[src/sv/bco_fifo.sv]
// bco_fifo: short register queue between the front and back parts.
// No dependencies.
`timescale 1ns / 1ps

module bco_fifo #(
  parameter int unsigned WIDTH = 8,
  parameter int unsigned DEPTH = 2
) (
  input  logic             clk_i,
  input  logic             rst_ni,
  input  logic             push_i,
  input  logic [WIDTH-1:0] wdata_i,
  input  logic             pop_i,
  output logic             valid_o,
  output logic [WIDTH-1:0] rdata_o,
  output logic             full_o
);

  localparam int unsigned PTR_W = (DEPTH > 1) ? $clog2(DEPTH) : 1;
  localparam int unsigned CNT_W = $clog2(DEPTH + 1);

  logic [WIDTH-1:0] mem_q [DEPTH];
  logic [PTR_W-1:0] wptr_q, wptr_d, rptr_q, rptr_d;
  logic [CNT_W-1:0] cnt_q, cnt_d;
  logic             do_push, do_pop;

  assign full_o  = (cnt_q == CNT_W'(DEPTH));
  assign valid_o = (cnt_q != '0);
  assign rdata_o = mem_q[rptr_q];
  assign do_push = push_i && !full_o;
  assign do_pop  = pop_i && valid_o;

  always_comb begin
    wptr_d = wptr_q;
    rptr_d = rptr_q;
    cnt_d  = cnt_q;
    if (do_push) begin
      wptr_d = (wptr_q == PTR_W'(DEPTH - 1)) ? '0 : wptr_q + PTR_W'(1);
    end
    if (do_pop) begin
      rptr_d = (rptr_q == PTR_W'(DEPTH - 1)) ? '0 : rptr_q + PTR_W'(1);
    end
    if (do_push && !do_pop) begin
      cnt_d = cnt_q + CNT_W'(1);
    end else if (do_pop && !do_push) begin
      cnt_d = cnt_q - CNT_W'(1);
    end
  end

  always_ff @(posedge clk_i or negedge rst_ni) begin
    if (!rst_ni) begin
      wptr_q <= '0;
      rptr_q <= '0;
      cnt_q  <= '0;
    end else begin
      wptr_q <= wptr_d;
      rptr_q <= rptr_d;
      cnt_q  <= cnt_d;
    end
  end

  always_ff @(posedge clk_i) begin
    if (do_push) begin
      mem_q[wptr_q] <= wdata_i;
    end
  end

endmodule

[config.mk]
export PLATFORM = sky130hd
export DESIGN_NAME = bco_fifo
export DESIGN_NICKNAME = d
export VERILOG_FILES = /design/src/sv/bco_fifo.sv
export SDC_FILE = /design/constraint.sdc
export NUM_CORES = 1
export LEC_CHECK = 0
export BUFFER_PORTS_ARGS = -buffer_cell sky130_fd_sc_hd__buf_2
export CAP_MARGIN = 15
export CORE_ASPECT_RATIO = 0.75
export CORE_MARGIN = 1
export CORE_UTILIZATION = 29
export CTS_CLUSTER_SIZE = 14
export DETAILED_ROUTE_END_ITERATION = 6
export GPL_ROUTABILITY_DRIVEN = 0
export PLACE_DENSITY_LB_ADDON = 0.08
export SYNTH_ARGS = -nofsm -noshare
export SYNTH_HDL_FRONTEND = slang
export SYNTH_SLANG_ARGS = --single-unit
export TNS_END_PERCENT = 20
[constraint.sdc]
create_clock -name clk_i -period 1.5 [get_ports clk_i]
set_clock_uncertainty 0.05 [all_clocks]
set_input_delay 0.15 -clock clk_i [delete_from_list [all_inputs] [get_ports clk_i]]
set_output_delay 0.15 -clock clk_i [all_outputs]
set_load 0.01 [all_outputs]
## Word-level counts from Yosys, hierarchy flattened

Memory sizes are Yosys's and may differ from the RTL's.
Cells that the tools add are included.

| word-level totals | value |
|---|---|
| word-level logic and storage cells | 24 |
| flip-flop bits (word level) | 4 |
| output and inout bits | 10 |
| RAM bits | 16 |
| memories kept | 1 |

| cells by class | value |
|---|---|
| reduce and logical (&&, ||, !) cells | 9 |
| multiplexer cells | 6 |
| eq/ne operators | 1 |
| add/sub/neg operators | 4 |

Memory list:

| memory | depth | bits a word | rd ports | clocked after Yosys merged registers in | wr ports | RTL line | text |
|---|---|---|---|---|---|---|---|
| mem_q | 2 | 8 | 1 | 0 | 1 | 22 | `logic [WIDTH-1:0] mem_q [DEPTH];` |

Operator list:

| operator | count |
|---|---|
| logical AND 1 bit | 4 |
| 2-to-1 mux 1 bit | 4 |
| 2-to-1 mux 2 bit | 2 |
| nonzero test 2 bit | 2 |
| zero test 1 bit | 3 |
| adder 1 bit, second input constant | 2 |
| adder 2 x 1 -> 2 bit, second input constant | 1 |
| == test 2 bit, second input constant | 1 |
| subtractor 2 x 1 -> 2 bit, second input constant | 1 |

## Logic depth before layout (Yosys ltp)

Gate-level depths: netlist (run 1).

| depth | value |
|---|---|
| depth after elaboration | 7 |
| mapped depth | 7 |
| gate-level depth less buffers | 7 |

## Least setup slack after synthesis (run 1)

OpenSTA, ideal clock, no wires.

| path | value |
|---|---|
| path kind | reg-to-reg |
| from | register cnt_q[0] |
| to | memory mem_q[0][0] (enable) |
| setup slack | 94 ps |
| arrival | 986 ps |
| setup time | 370 ps |
| stages on the path, launching flop included | 4 |
| cell sequence | dfrtp_1 nand2b_1 nand2_2 nor2_1 |

| between the ends | value |
|---|---|
| word-level cells in the longest chain between the ends | 5 |

RTL lines:

| element | RTL line | text |
|---|---|---|
| start, declared | 24 | `logic [CNT_W-1:0] cnt_q, cnt_d;` |
| start signal, assigned | 58 | `cnt_q <= cnt_d;` |
| == test 2 bit | 27 | `assign full_o = (cnt_q == CNT_W'(DEPTH));` |
| zero test 1 bit | 30 | `assign do_push = push_i && !full_o;` |
| logical AND 1 bit | 30 |  |
| 2-to-1 mux 1 bit | 63 | `if (do_push) begin` |
| 2-to-1 mux 1 bit (implied by the code) | 64 | `mem_q[wptr_q] <= wdata_i;` |
| end, declared | 22 |  |

Every way passes these cells.

## Final worst setup path (run 1)

| path | value |
|---|---|
| from | register rptr_q |
| to | output rdata_o[6] |

| between the ends | value |
|---|---|
| word-level cells in the longest chain between the ends | 1 |

RTL lines:

| element | RTL line | text |
|---|---|---|
| start, declared | 23 | `logic [PTR_W-1:0] wptr_q, wptr_d, rptr_q, rptr_d;` |
| start signal, assigned | 57 | `rptr_q <= rptr_d;` |
| memory read (2 x 8 bit) | -- |  |
| end, declared | 15 | `output logic [WIDTH-1:0] rdata_o,` |

Every way passes these cells.

==> results of run 1 <==
-- worst paths after layout --
check	startpoint	endpoint	slack (ns)	depth (start not counted)
setup / recovery	rptr_q$_DFFE_PN0P_	rdata_o[6]	0.007	3
hold / removal	pop_i	rptr_q$_DFFE_PN0P_	0.04	3
setup reg to reg	cnt_q[1]$_DFFE_PN0P_	cnt_q[1]$_DFFE_PN0P_	0.06	6
hold reg to reg	wptr_q$_DFFE_PN0N_	wptr_q$_DFFE_PN0N_	0.46	1
max in group asynchronous	rst_ni	rptr_q$_DFFE_PN0P_	1.15	2
min in group asynchronous	rst_ni	cnt_q[1]$_DFFE_PN0P_	0.12	2
-- critical path, cell delays in order, from the launching register on --
cell and delay [ns]:
dfrtp_2 0.43, buf_6 0.14, mux2_4 0.30, buf_6 0.12
-- power groups by stage --
stage                     Sequential [mW]  Clock, mW  Combinational (mW)
after floorplan                     0.836          0               0.446
after global routing                0.872      0.472                1.13
after CTS                           0.880      0.447               0.712
after global placement              0.892          0               0.669
after detailed placement            0.892          0               0.662
final                               0.855      0.430                1.05
-- metrics by stage --
step | TNS (ns) | cell area, µm²
after floorplan | 0 | 786
after global placement | 0 | 966
after detailed placement | 0 | 966
after CTS | -0.101 | 1120
after global routing | -0.277 | 1230
final | 0 | 1230
-- what timing repair did --
item,4_1_cts,5_1_grt
pin swaps,0,2
endpoints found under the setup margin,8,9
buffers inserted,1,2
hold buffers,9,0
resized for setup,1,22
endpoints found under the hold margin,20,0
-- cell families (layout without fill, tap and decap cells) --
group / Yosys count / in the layout / synth area share, %
xor+xnor: 5 / 5 / 5.57
buf+inv: 3 / 44 / 1.59
flops: 20 / 20 / 73.9
fa+ha+maj: 1 / 1 / 1.59
simple gates: 7 / 7 / 5.89
mux: 8 / 8 / 11.5
-- state kept, by name, indices dropped and copies added (netlist names) --
signal and flops:
rptr_q 1, cnt_q 2, mem_q 16, wptr_q 1
-- area by class of cell --
cell class                 count  area, µm²
fill                         210       1190
sequential                    20        583
timing repair buffer          38        313
multi-input combinational     21        230
tap                           34       42.5
clock inverter                 1       30.0
clock buffer                   3       22.5
inverter                       2       7.51
-- metal layers --
layer  track usage [%]  vias to the layer above
met2              16.5                       13
met5                 0                        -
met1              12.8                      235
met4              4.19                        0
met3              4.13                        2
li1                  -                      240
-- cells in the final DEF, fill, tap and decap left out, drive strengths merged --
master / count
dfrtp: 4
bufinv: 1
clkbuf: 3
and3: 1
nand2: 2
xnor2: 3
buf: 29
inv: 2
dlygate4sd3: 9
or2: 1
edfxtp: 16
nand2b: 1
mux2: 8
ha: 1
nor2: 2
xor2: 2
==> impl_metrics.tcl, run 1 <==
set metrics [dict create \
    run_status "finished, final reports clean" \
    power_frac_comb_pct 45.0 \
    ant_nets 0 \
    cts_buffer_depth 2 \
    synth_edf_count 16 \
    end_kind "output pin" \
    startpoint_type "flip-flop" \
    vdd_ir_drop_max_mv 1.04 \
    seq_power_share_pct 36.6 \
    drt_iter0_markers 1 \
    cts_root_buf "clkbuf_4" \
    dieHeight_um 47.1 \
    avgSynthCellArea_um2 17.9 \
    antennaDiodeCount 0 \
    arrival_ns 1.29 \
    met1_length_um 594 \
    vias 490 \
    maxCapViolCount 0 \
    fin_util_pct 50.7 \
    die_x_um 62.1 \
    synth_area_um2 786 \
    avgRoutedWirePerCell_um 10.9 \
    drc 0 \
    fin_ws_ns 0.00735 \
    synth_fp_nets 57 \
    clkLatencyLatePin_ns 0.29 \
    yosys.area.top_type "edfxtp_1" \
    place_ws_ns 0.0666 \
    grt_pass1_wl_um 2150 \
    num_rows 15 \
    ios 22 \
    grt_max_degree 13 \
    rsz0062_at_grt "true" \
    nNetsFinal 99 \
    worstPathRequired_ns 1.30 \
    synthArstFlopShare_pct 20.0 \
    min_period_over_period_pct 99.5 \
    numCtsBuffers 3 \
    clkPwrFrac_pct 18.4 \
    p_leak_nw 0.536 \
    synth-main-ff-cell "edfxtp_1" \
    wirelength_um 1300 \
    yosys.cell_types.count 14 \
    synthTopCellsByArea "edfxtp_1, dfrtp_1, mux2_1, xnor2_1, xor2_1" \
    dp_hpwl_um 901 \
    core_area_um2 2420 \
    dpl.cell_count 103 \
    drive_gt1_share_pct 55.3 \
    ys_top_cells_by_count "edfxtp_1, mux2_1, dfrtp_1, xnor2_1" \
    finalCriticalPeriod_ns 1.49 \
    viasPerCell 4.12 \
    dieArea_um2 2920 \
    cts_max_level 1 \
    routed.top_layer "met4" \
    power_switching_uw 647 \
    yosysWarnings 0 \
    area_growth_pct 56.4 \
    holdWs_ns 0.0421 \
    switching_share_pct 27.7 \
    hold_class "in -> reg" \
    io_buffers 21 \
    cts_tree "done" \
    path_max_fanout 5 \
    synth_cells 44 \
    design_power_total_mw 2.34 \
    grt_remaining_overflow 0 \
    synth_seq_cells 20 \
    synth.most_common_cell "edfxtp_1" \
    cts.sinks 20 \
    critical_path_class "reg -> out" \
    antenna_found_initial 0 \
    maxSlewHeadroom_pct 90.0 \
    clkTransAtPathRegs_ns 0.11 \
    yosysSeqAreaShare_pct 73.9 \
    synth_top_area_share_pct 61.1 \
    dr.pass1.iters 2 \
    grt_pass1_vias 468 \
    grt_usage_pct 10.3 \
    wl_met2_um 614 \
    max_clock_freq_ghz 0.670 \
    hold_violations 0 \
    wl_met3_um 72 \
    worst_pin_slew_ns 0.150 \
    setup_viol 0 \
    layoutNonFillerInstCount 119 \
    finalMaxSlewViolations 0 \
    internal_power_mw 1.69 \
    start_util_pct 32.5 \
    powerDensity_nw_per_um2 1900 \
]
Note: power is estimated with default switching activity, not from simulation.
==> run 2, diff against run 1 <==
--- a/config.mk
+++ b/config.mk
@@ -10,10 +10,8 @@
 export CORE_ASPECT_RATIO = 0.75
 export CORE_MARGIN = 1
 export CORE_UTILIZATION = 29
-export CTS_CLUSTER_SIZE = 14
 export DETAILED_ROUTE_END_ITERATION = 6
 export GPL_ROUTABILITY_DRIVEN = 0
-export PLACE_DENSITY_LB_ADDON = 0.08
 export SYNTH_ARGS = -nofsm -noshare
 export SYNTH_HDL_FRONTEND = slang
 export SYNTH_SLANG_ARGS = --single-unit
==> constraint.sdc (replaced) <==
create_clock -name clk_i -period 1.3 [get_ports clk_i]
set_clock_uncertainty 0.05 [all_clocks]
set_input_delay 0.13 -clock clk_i [delete_from_list [all_inputs] [get_ports clk_i]]
set_output_delay 0.13 -clock clk_i [all_outputs]
set_load 0.01 [all_outputs]
==> impl_metrics.tcl, run 2 (synthesis gave the netlist of run 1 again) <==
set metrics [dict create \
    place_ws_ns -0.104 \
    hold_violations 0 \
    ant_nets 0 \
    num_rows 15 \
    cts_root_buf "clkbuf_4" \
    p_leak_nw 0.549 \
    drc 0 \
    crit_top_cell "buf_6" \
    area_growth_pct 61.9 \
    antenna_found_initial 0 \
    grt_pass1_vias 486 \
    dp_hpwl_um 923 \
    grt_max_degree 13 \
    path_cells "buf_6, mux2_4, buf_6" \
    min_period_over_period_pct 113 \
    dr.pass1.iters 4 \
    clkTransAtPathRegs_ns 0.11 \
    fin_tns_setup_ns -1.52 \
    path_max_fanout 5 \
    grt_remaining_overflow 0 \
    fillerInstances 213 \
    clkLatencyLatePin_ns 0.30 \
    dieHeight_um 47.1 \
    worst_pin_slew_ns 0.213 \
    cts_buffer_depth 2 \
    start_util_pct 32.5 \
    fin_ws_ns -0.175 \
    antennaDiodeCount 0 \
    wirelength_um 1470 \
    numCtsBuffers 3 \
    cts_tree "done" \
    vdd_ir_drop_max_mv 0.972 \
    critPathTopFamily "flip-flops" \
    cts.sinks 20 \
    maxCapViolCount 0 \
    final_common_cell "edfxtp_1" \
    vias 484 \
    finalMaxSlewViolations 0 \
    path_buf_inv 2 \
    io_buffers 21 \
    largestRegisters "mem_q (16), cnt_q (2)" \
    slowest_stage "dfrtp_2" \
    dpl.cell_count 106 \
    critical_path_class "reg -> out" \
    largest_reg_flops 16 \
    arrival_ns 1.29 \
    cts_max_level 1 \
    drt_iter0_markers 5 \
    avgRoutedWirePerCell_um 12.0 \
    nNetsFinal 102 \
    drive_gt1_share_pct 60.2 \
    core_area_um2 2420 \
    hold_class "in -> async" \
    grt_usage_pct 11.4 \
    critPathMaxStageDelay_ns 0.43 \
    dieArea_um2 2920 \
    regMostFlops "mem_q" \
    startpoint_type "flip-flop" \
    design_power_total_mw 2.83 \
    viasPerCell 3.97 \
    ios 22 \
    grt_pass1_wl_um 2280 \
    setup_viol 15 \
    maxSlewHeadroom_pct 85.8 \
    violations "negative setup slack" \
    end_kind "output pin" \
    layoutNonFillerInstCount 122 \
    run_status "finished with violations" \
    finalCriticalPeriod_ns 1.47 \
    max_clock_freq_ghz 0.678 \
    powerDensity_nw_per_um2 2230 \
    die_x_um 62.1 \
    rsz0062_at_grt "true" \
    worstPathRequired_ns 1.12 \
    reg2regPathDepth 6 \
    critical_path_depth 3 \
    layout_common_cells "edfxtp_1, buf_2, buf_6, dlygate4sd3_1, buf_4" \
    holdWs_ns 0.0962 \
]
[run 2: cell count changes in the layout (fill, tap and decap cells not counted)]
| cell | change |
|---|---|
| buf_4 | +3 |
| and3_1 | -1 |
| and3_2 | +1 |
| buf_2 | -1 |
| buf_6 | +1 |
| dfrtp_1 | +1 |
| dfrtp_2 | -1 |
| ha_1 | -1 |
| ha_4 | +1 |
| inv_1 | -1 |
| inv_2 | +1 |
| nor2_1 | -1 |
| nor2_2 | +1 |
[run 2: repair_timing]
item | in CTS | in global routing
pin swaps | 2 | 1
setup endpoints to repair | 28 | 20
setup buffers | 2 | 1
cloned | 0 | 0
hold endpoints to repair | 20 | 0
resized for setup | 23 | 2
hold buffers | 9 | 0
[run 2: power by group]
part | internal (mW) | leakage [nW] | switching, mW | total (mW)
Sequential | 0.899 | 0.194 | 0.0809 | 0.980
Combinational | 0.832 | 0.327 | 0.524 | 1.36
Clock | 0.312 | 0.0279 | 0.185 | 0.497
[run 2: per-stage QoR]
step	instance area [µm²]	utilization, %
2_1_floorplan	788	-
3_3_place_gp	991	40.9
3_5_place_dp	991	40.9
4_1_cts	1260	52.0
5_1_grt	1270	52.6
6_report	1270	52.6
[run 2: metal layers]
metal,track usage [%],vias to the layer above,share of wire [%]
met5,0,-,0
met4,5.58,0,1.4
met3,5.10,3,6.1
met2,20.2,16,48
met1,12.3,221,45
li1,-,244,-
[run 2: cell type report]
class	instances	area, µm²	share of cell area, %
clock buffer	3	22.5	1.77
clock inverter	1	30.0	2.36
inverter	2	7.51	0.590
multi-input combinational	21	246	19.4
sequential	20	582	45.7
tap	34	42.5	3.34
timing repair buffer	41	342	26.8
[run 2: final timing paths]
path / start / endpoint / slack (ns)
worst min-delay path: rst_ni / rptr_q$_DFFE_PN0P_ / 0.1
min in group clk_i: pop_i / rptr_q$_DFFE_PN0P_ / 0.14
worst min register to register: wptr_q$_DFFE_PN0N_ / wptr_q$_DFFE_PN0N_ / 0.52
max in group asynchronous: rst_ni / rptr_q$_DFFE_PN0P_ / 0.97
worst max-delay path: rptr_q$_DFFE_PN0P_ / rdata_o[2] / -0.17
worst max register to register: cnt_q[1]$_DFFE_PN0P_ / cnt_q[1]$_DFFE_PN0P_ / -0.10
