===== src/sv/bco_pkg.sv =====
// bco_pkg: shared constants, field widths and types of the binary cross
// morphology block. No dependencies.
`timescale 1ns / 1ps

package bco_pkg;

  // Default line length limit (pixels per line)
  localparam int unsigned MAX_WIDTH_DEF   = 1024;
  // Default depth of the front/back queue
  localparam int unsigned QUEUE_DEPTH_DEF = 2;

  // Register and field widths
  localparam int unsigned IMG_W_W    = 11;
  localparam int unsigned IMG_H_W    = 13;
  localparam int unsigned THR_W      = 8;
  localparam int unsigned MODE_W     = 2;
  localparam int unsigned CFG_IDX_W  = 2;
  localparam int unsigned CFG_DATA_W = 13;
  localparam int unsigned PIX_W      = 8;
  localparam int unsigned OUT_DATA_W = 8;
  // Row positions run up to three lines past the frame while draining
  localparam int unsigned ROW_W      = IMG_H_W + 1;

  // Register reset values
  localparam logic [IMG_W_W-1:0] WIDTH_RST  = IMG_W_W'(512);
  localparam logic [IMG_H_W-1:0] HEIGHT_RST = IMG_H_W'(512);
  localparam logic [THR_W-1:0]   THR_RST    = THR_W'(130);
  localparam logic [MODE_W-1:0]  MODE_RST   = MODE_W'(2);

  typedef enum logic [MODE_W-1:0] {
    MODE_ERODE  = 2'd0,
    MODE_DILATE = 2'd1,
    MODE_OPEN   = 2'd2
  } mode_e;

  // Raw mode register to frame mode; the unused code runs as opening.
  function automatic mode_e to_mode(input logic [MODE_W-1:0] raw);
    mode_e m;
    case (raw)
      MODE_ERODE:  m = MODE_ERODE;
      MODE_DILATE: m = MODE_DILATE;
      default:     m = MODE_OPEN;
    endcase
    return m;
  endfunction

endpackage


===== src/sv/bco_front.sv =====
// bco_front: config registers, request intake, binarization and raster
// position tracking. Depends on bco_pkg.
`timescale 1ns / 1ps

module bco_front #(
  parameter int unsigned MAX_WIDTH = bco_pkg::MAX_WIDTH_DEF,
  parameter int unsigned COL_W     = $clog2(MAX_WIDTH),
  parameter int unsigned FW_W      = $clog2(MAX_WIDTH + 1),
  parameter int unsigned ENTRY_W   = 1 + COL_W + bco_pkg::ROW_W + FW_W
                                     + bco_pkg::IMG_H_W + bco_pkg::MODE_W
) (
  input  logic                           clk_i,
  input  logic                           rst_ni,
  input  logic                           s_tvalid_i,
  output logic                           s_tready_o,
  input  logic [bco_pkg::PIX_W-1:0]      s_tdata_i,
  input  logic                           s_tuser_i,
  input  logic                           cfg_we_i,
  input  logic [bco_pkg::CFG_IDX_W-1:0]  cfg_idx_i,
  input  logic [bco_pkg::CFG_DATA_W-1:0] cfg_wdata_i,
  input  logic                           q_full_i,
  output logic                           q_push_o,
  output logic [ENTRY_W-1:0]             q_data_o
);

  localparam logic KIND_PIXEL = 1'b0;

  typedef enum logic [bco_pkg::CFG_IDX_W-1:0] {
    REG_WIDTH  = 2'd0,
    REG_HEIGHT = 2'd1,
    REG_THRESH = 2'd2,
    REG_MODE   = 2'd3
  } reg_idx_e;

  typedef struct packed {
    logic                         px;
    logic [COL_W-1:0]             col;
    logic [bco_pkg::ROW_W-1:0]    row;
    logic [FW_W-1:0]              fw;
    logic [bco_pkg::IMG_H_W-1:0]  fh;
    bco_pkg::mode_e               mode;
  } entry_t;

  logic [bco_pkg::IMG_W_W-1:0] width_q;
  logic [bco_pkg::IMG_H_W-1:0] height_q;
  logic [bco_pkg::THR_W-1:0]   thr_q;
  logic [bco_pkg::MODE_W-1:0]  mode_q;

  logic                        active_q, active_d;
  logic [COL_W-1:0]            col_q, col_d, col_c;
  logic [bco_pkg::ROW_W-1:0]   row_q, row_d, row_c;
  logic [FW_W-1:0]             fw_q, fw_new, fw_c;
  logic [bco_pkg::IMG_H_W-1:0] fh_q, fh_new, fh_c;
  bco_pkg::mode_e              fmode_q, fmode_c;

  logic   accept, is_pixel, draining, counted, last_item, col_wrap;
  entry_t entry;

  // Config writes
  always_ff @(posedge clk_i or negedge rst_ni) begin
    if (!rst_ni) begin
      width_q  <= bco_pkg::WIDTH_RST;
      height_q <= bco_pkg::HEIGHT_RST;
      thr_q    <= bco_pkg::THR_RST;
      mode_q   <= bco_pkg::MODE_RST;
    end else if (cfg_we_i) begin
      case (cfg_idx_i)
        REG_WIDTH:  width_q  <= cfg_wdata_i[bco_pkg::IMG_W_W-1:0];
        REG_HEIGHT: height_q <= cfg_wdata_i[bco_pkg::IMG_H_W-1:0];
        REG_THRESH: thr_q    <= cfg_wdata_i[bco_pkg::THR_W-1:0];
        REG_MODE:   mode_q   <= cfg_wdata_i[bco_pkg::MODE_W-1:0];
        default: ;
      endcase
    end
  end

  // Frame geometry as it would be latched now
  always_comb begin
    if (32'(width_q) > MAX_WIDTH) begin
      fw_new = FW_W'(MAX_WIDTH);
    end else if (width_q == '0) begin
      fw_new = FW_W'(1);
    end else begin
      fw_new = FW_W'(width_q);
    end
    fh_new = (height_q == '0) ? bco_pkg::IMG_H_W'(1) : height_q;
  end

  assign fw_c    = active_q ? fw_q : fw_new;
  assign fh_c    = active_q ? fh_q : fh_new;
  assign fmode_c = active_q ? fmode_q : bco_pkg::to_mode(mode_q);
  assign col_c   = active_q ? col_q : '0;
  assign row_c   = active_q ? row_q : '0;

  assign s_tready_o = !q_full_i;
  assign accept     = s_tvalid_i && s_tready_o;
  assign is_pixel   = (s_tuser_i == KIND_PIXEL);
  // all pixels of the frame are in: every item now counts as a drain tick
  assign draining   = active_q && (row_q >= bco_pkg::ROW_W'(fh_q));
  assign counted    = accept && (is_pixel || draining);
  assign col_wrap   = (FW_W'(col_c) == fw_c - FW_W'(1));

  // Position of the frame's final item (the last result is made from it)
  always_comb begin
    if (fmode_c == bco_pkg::MODE_OPEN) begin
      if (fw_c == FW_W'(1)) begin
        last_item = (row_c == bco_pkg::ROW_W'(fh_c) + bco_pkg::ROW_W'(3)) && (col_c == '0);
      end else begin
        last_item = (row_c == bco_pkg::ROW_W'(fh_c) + bco_pkg::ROW_W'(2))
                    && (col_c == COL_W'(1));
      end
    end else begin
      last_item = (row_c == bco_pkg::ROW_W'(fh_c) + bco_pkg::ROW_W'(1)) && (col_c == '0);
    end
  end

  always_comb begin
    active_d = active_q;
    col_d    = col_q;
    row_d    = row_q;
    if (counted) begin
      if (last_item) begin
        active_d = 1'b0;
      end else begin
        active_d = 1'b1;
        col_d    = col_wrap ? '0 : col_c + COL_W'(1);
        row_d    = col_wrap ? row_c + bco_pkg::ROW_W'(1) : row_c;
      end
    end
  end

  always_ff @(posedge clk_i or negedge rst_ni) begin
    if (!rst_ni) begin
      active_q <= 1'b0;
      col_q    <= '0;
      row_q    <= '0;
      fw_q     <= FW_W'(bco_pkg::WIDTH_RST);
      fh_q     <= bco_pkg::HEIGHT_RST;
      fmode_q  <= bco_pkg::MODE_OPEN;
    end else begin
      active_q <= active_d;
      col_q    <= col_d;
      row_q    <= row_d;
      if (counted && !active_q) begin
        fw_q    <= fw_new;
        fh_q    <= fh_new;
        fmode_q <= bco_pkg::to_mode(mode_q);
      end
    end
  end

  always_comb begin
    entry.px   = !draining && is_pixel && (s_tdata_i > thr_q);
    entry.col  = col_c;
    entry.row  = row_c;
    entry.fw   = fw_c;
    entry.fh   = fh_c;
    entry.mode = fmode_c;
  end

  assign q_push_o = counted;
  assign q_data_o = entry;

endmodule


===== config.mk =====
export PLATFORM = sky130hd
export DESIGN_NAME = bco_front
export DESIGN_NICKNAME = d
export VERILOG_FILES = /design/src/sv/bco_pkg.sv /design/src/sv/bco_front.sv
export SDC_FILE = /design/constraint.sdc
export NUM_CORES = 1
export LEC_CHECK = 0
export ABC_AREA = 0
export BUFFER_PORTS_ARGS = -buffer_cell sky130_fd_sc_hd__buf_2
export CORE_MARGIN = 4
export CORE_UTILIZATION = 30
export CTS_BUF_LIST = sky130_fd_sc_hd__clkbuf_8
export CTS_CLUSTER_DIAMETER = 50
export DETAILED_ROUTE_END_ITERATION = 16
export SLEW_MARGIN = 20
export SYNTH_ARGS = -nofsm -noshare
export SYNTH_HDL_FRONTEND = slang
export SYNTH_SLANG_ARGS = --single-unit

===== constraint.sdc =====
create_clock -name clk_i -period 6 [get_ports clk_i]
set_input_delay 0.9 -clock clk_i [delete_from_list [all_inputs] [get_ports clk_i]]
set_output_delay 0.9 -clock clk_i [all_outputs]
set_load 0.01 [all_outputs]

== Word-level counts from Yosys, hierarchy flattened ==
Index checks and enable logic that the tools add are counted.
Storage, ports and cells
  output and inout bits: 53
  word-level logic and storage cells: 69
  input port bits: 29
  register bits after elaboration: 85
Cells by class
  muxes and demuxes: 14
  add/sub/neg operators: 6
  $lt $le $gt $ge: 3
  reductions and logical operators: 23
  equal/unequal tests: 11
  bitwise logic cells: 2
Operators by type and width (number)
  equality test 14 bit: 3
  2-to-1 mux 11 bit: 3
  adder 13 x 2 -> 14 bit, second input constant: 2
  2-to-1 mux 14 bit: 2
  2-to-1 mux 13 bit: 2
  2-to-1 mux 10 bit: 2
  adder 13 x 1 -> 14 bit, second input constant: 1
  adder 14 x 1 -> 14 bit, second input constant: 1
  greater-or-equal comparator 14 x 13 -> 1 bit: 1
  logical NOT 13 bit: 1
  equality test 10 x 11 -> 1 bit: 1
  equality test 11 x 1 -> 1 bit, second input constant: 1
  > comparator 11 bit, second input constant: 1
  logical NOT 11 bit: 1
  subtractor 11 x 1 -> 11 bit, second input constant: 1
  adder 10 x 1 -> 10 bit, second input constant: 1
  equality test 10 x 1 -> 1 bit, second input constant: 1
  logical NOT 10 bit: 1
  AND reduction 2 bit: 5
  logical AND 1 bit: 9
  > comparator 8 bit: 1
  equality test 2 bit, second input constant: 3
  equality test 2 x 1 -> 1 bit, second input constant: 2
  logical NOT 2 bit: 2
  6 further kinds: 11

== Logic depth before layout (Yosys ltp) ==
  depth after elaboration: 10
  depth in mapped cells: 22
  depth with buffers taken out: 15

== Worst setup path after synthesis ==
No wires, ideal clock.
  path type: flip-flop to flip-flop
  start: register active_q
  end: register row_q[1] (netlist name)
  slack: 1.586 ns
  required time: 5.875 ns
  buffers on the path: 10
  clock period less this slack: 4.414 ns
  arrival: 4.289 ns
  library setup time: 0.125 ns
  stages on the path, launching flop included: 20
  cell sequence: dfrtp_1 buf_4 buf_6 buf_6 buf_2 buf_4 buf_2 buf_2 clkbuf_1 clkbuf_1 o21a_1 ha_1 o211ai_1 or4b_1 a211oi_1 nand4bb_1 and3_1 clkbuf_1 mux2_2 mux2_4
Between the ends
  cells in the longest elaborated chain, start to end: 8
  elaborated cells on any way between the ends: 29
  classes of those cells: 5 x add/sub; 7 x eq/ne; 8 x mux; 1 x bitwise; 8 x reduce/logical
RTL lines
  start, declared: RTL line bco_front.sv:49  | logic active_q, active_d;
  start signal, assigned: RTL line bco_front.sv:141  | active_q <= active_d;
  2-to-1 mux 13 bit: RTL line bco_front.sv:90  | assign fh_c = active_q ? fh_q : fh_new;
  adder 13 x 2 -> 14 bit, on equally long branches: RTL line bco_front.sv:109, bco_front.sv:107
  equality test 14 bit, on equally long branches: RTL line bco_front.sv:109, bco_front.sv:107
  logical AND 1 bit, on equally long branches: RTL line bco_front.sv:110, bco_front.sv:107
  2-to-1 mux 1 bit: RTL line bco_front.sv:106  | if (fw_c == FW_W'(1)) begin
  2-to-1 mux 1 bit: RTL line bco_front.sv:105  | if (fmode_c == bco_pkg::MODE_OPEN) begin
  inverter 1 bit (no source line)
  AND reduction 2 bit (no source line)
  end signal, assigned: RTL line bco_front.sv:143  | row_q <= row_d;
  end, declared: RTL line bco_front.sv:51  | logic [bco_pkg::ROW_W-1:0] row_q, row_d, row_c;
Parallel ways exist; a longest one is shown, timed or not.
A chain may end at the register's enable or synchronous reset.

== Worst setup path in the final report ==
  start: register width_q[4] (netlist name)
  end: register row_q[1] (netlist name)
Between the ends
  cells in the longest elaborated chain, start to end: 9
  elaborated cells on any way between the ends: 13
  classes of those cells: 1 x add/sub; 1 x order compare; 2 x eq/ne; 6 x mux; 1 x bitwise; 2 x reduce/logical
RTL lines
  start, declared: RTL line bco_front.sv:44  | logic [bco_pkg::IMG_W_W-1:0] width_q;
  start signal, assigned: RTL line bco_front.sv:62  | width_q <= bco_pkg::WIDTH_RST;
  start signal, assigned: RTL line bco_front.sv:68  | REG_WIDTH: width_q <= cfg_wdata_i[bco_pkg::IMG_W_W-1:0];
  branches (longest 2 deep; another with > comparator 11 bit)
  2-to-1 mux 11 bit (*): RTL line bco_front.sv:79  | if (32'(width_q) > MAX_WIDTH) begin
  2-to-1 mux 11 bit (*): RTL line bco_front.sv:89  | assign fw_c = active_q ? fw_q : fw_new;
  branches (longest 5 deep; another with subtractor 11 x 1 -> 11 bit)
Every way passes the cells marked *.

==> results.cfg <==
[grt]
grt_max_degree = 59
grt_busiest_layer = met2
grt_use_met2_pct = 26.3
overflow = 0
grt_pass1_vias = 5926
met1_usage_pct = 22.6
grt_use_total_pct = 16.4
antenna_found_initial = 0
grt_pass1_wl_mm = 34.0
use_met3_pct = 3.13

[critical_path]
crit_buf_inv = 1
slowest_stage = and4_1
required_ns = 6.28
arrival_ns = 4.94
path_cells = or4_1 -> nor3_1 -> nor2_1 -> nor2_1 -> a21boi_0 -> inv_1 -> ha_1 -> o21ai_0 -> nor4_1 -> or3b_1 -> nor4_1 -> and4_1 -> nor2_2 -> mux2_4
cp_slowest_stage_delay_ns = 0.81
crit_path_max_fanout = 24
crit_path_end_kind = flip-flop
rrSetupSlack_ns = 1.34
crit_type = flip-flop to flip-flop
critPathLaunchType = flip-flop
timing.critical_path.max_delay_family = simple AND/OR/NAND/NOR gates

[synthesis]
async_flop_share_pct = 100
syn_nets = 853
yosys_register_bits = 85
synth.distinct_cells = 89
synth-edff-count = 0
ys_seq_area_share_pct = 30.6
synth_warnings = 0
postSynthCellCount = 793
avgSynthCellArea_um2 = 8.81
synth_area_mm2 = 0.00698
synth_ff_type = dfrtp_1

[drt]
post_drt_wl_per_cell_um = 18.7
drc = 0
drt_iter0_markers = 644
antenna_left = 0
first_pass_iters = 5
vias = 6241
routed_via_density = 5.33
wl_mm = 21.8

[floorplan]
die_area_mm2 = 0.0258
dieWidth_um = 161
core_mm2 = 0.0228
rows = 55
die_h_um = 161
io_pins = 82
start_util_pct = 30.7

[power_and_ir_drop]
ir_drop_mv = 0.168
powerDensity_mw_per_mm2 = 417
leakagePower_nw = 3.36

[cells_and_area]
syn_to_final_growth_pct = 11.5
drive_above_1_share_pct = 21.7
register_area_mm2 = 0.00214
fin_nets = 912
fillers = 2424
multi_input_comb_area_mm2 = 0.00443
num_antenna_cells = 0

[sta]
tightest_slew_ns = 0.834
rsz0062_at_grt = false
min_period_ns = 4.66
holdWs_ns = 0.421
fmaxAchievable_mhz = 214
finalHoldViolations = 0
clock_skew_ns = 0.0232
finalSetupViolations = 0
relSlewSlack_pct = 44.4
drv_slew = 0
post-route-period-util_pct = 77.7
fin_tns_setup_ns = 0

[clock_tree]
cts_max_level = 3
clk_latency_ns = 0.40
cts_setup_buffers = 0
cts.reportedPaths.clkPinSlew_ns = 0.11
clock-root-buffer = clkbuf_8
cts_max_path_buffers = 2
cts_sinks = 85
tritoncts = done
cts_resized = 0
numCtsBuffers = 9
hold_buffers = 0

[flow_run]
max_cap_viol_count = 0

[min_path]
holdCritPathClass = input port to async pin

[placement]
gp_congestion = 0.897
port_buffers = 81
dp_hpwl_mm = 16.6

[status]
status = completed
[registers in the layout (all words and copies together) (netlist names), 2 cells and up]
name,count
row_q,14
fw_q,11
thr_q,8
height_q,13
col_q,10
width_q,11
fh_q,13
fmode_q,2
mode_q,2
[cell usage in the layout, fill, tap and decap left out, drive strengths merged, types with 7 or more instances in the layout]
cell	synthesis	routed
a21oi	20	20
buf	22	88
a21o	16	16
nand2b	18	18
nor4	11	11
o21ai	64	64
mux2	48	48
and3	13	13
ha	31	31
nand4	16	16
nor3	15	15
inv	52	53
dfrtp	77	77
nor2	36	36
mux2i	16	16
and2	20	20
xnor2	28	28
o211ai	11	11
dfstp	8	8
a211oi	7	7
or4	9	9
nand3b	8	8
clkbuf	18	9
and4	7	7
nand3	26	26
nand2	70	70
o31ai	15	15
or3	7	7
xor2	18	18
nor2b	11	11
[cell families after synthesis]
kind of cell	count (synthesis)	synth area share, %
compound gates	186	18.3
xor+xnor	46	5.77
fa+ha+maj	31	5.55
buf+inv	92	6.04
flops	85	30.6
mux	64	10.1
simple gates	289	23.6
[area by class of cell]
type                       count  area share, %
clock inverter                 7          0.642
multi-input combinational    616           56.8
inverter                      52           2.51
sequential                    85           27.5
timing repair buffer          88           5.91
tap                          313           5.03
clock buffer                   9           1.59
[power breakdown]
group | switching (mW) | internal (mW) | leakage, nW | total [mW]
logic | 1.07 | 0.756 | 2.26 | 1.82
registers | 0.290 | 0.745 | 1.01 | 1.04
clock network | 0.243 | 0.151 | 0.0816 | 0.394
total | 1.60 | 1.65 | 3.36 | 3.25
[cells in the mapped netlist (all sizes together), types with 4 or more instances]
cell	instances	share of area [%]
a211oi	7	0.75
a21o	16	1.7
a21oi	20	1.4
a22oi	4	0.63
and2	20	1.8
and3	13	1.2
and4	7	0.91
buf	22	2.3
clkbuf	18	0.97
dfrtp	77	28
dfstp	8	3.0
ha	31	5.6
inv	52	2.8
mux2	48	7.8
mux2i	16	2.3
nand2	70	3.8
nand2b	18	1.6
nand3	26	1.9
nand3b	8	1.0
nand4	16	1.4
nor2	36	2.0
nor2b	11	0.99
nor3	15	1.1
nor3b	4	0.43
nor4	11	1.5
o2111ai	4	0.50
o211ai	11	1.2
o21a	4	0.43
o21ai	64	4.6
o221ai	4	0.50
o31ai	15	1.7
or3	7	0.70
or4	9	0.97
xnor2	28	3.5
xor2	18	2.3
[worst paths after layout]
path | cells past startpoint | startpoint | endpoint
min in group clk_i | 1 | thr_q[5] | thr_q[5]
worst min-delay path | 1 | rst_ni | row_q[8]
worst max register to register | 14 | width_q[4] | row_q[1]
worst max-delay path | 14 | width_q[4] | row_q[1]
worst min register to register | 1 | thr_q[5] | thr_q[5]
max in group asynchronous | 2 | rst_ni | active_q
[through the flow]
stage	cells	utilization (%)	area [µm²]	worst slack [ns]	power [mW]
after floorplan	793	-	6980	1.59	2.28
after global placement	1154	33.4	7620	1.38	2.83
after detailed placement	1154	33.4	7620	1.37	2.84
after CTS	1170	34.2	7790	1.34	3.25
after global routing	1170	34.2	7790	1.05	3.50
final	1170	34.2	7790	1.34	3.25
[metal layers]
| layer | vias up | routed length (µm) |
|---|---|---|
| met1 | 2977 | 10000 |
| met2 | 213 | 10100 |
| met3 | 37 | 1110 |
| met5 | - | 0 |
| li1 | 3014 | - |
| met4 | 0 | 563 |
Note: power is estimated with default switching activity, not from simulation.
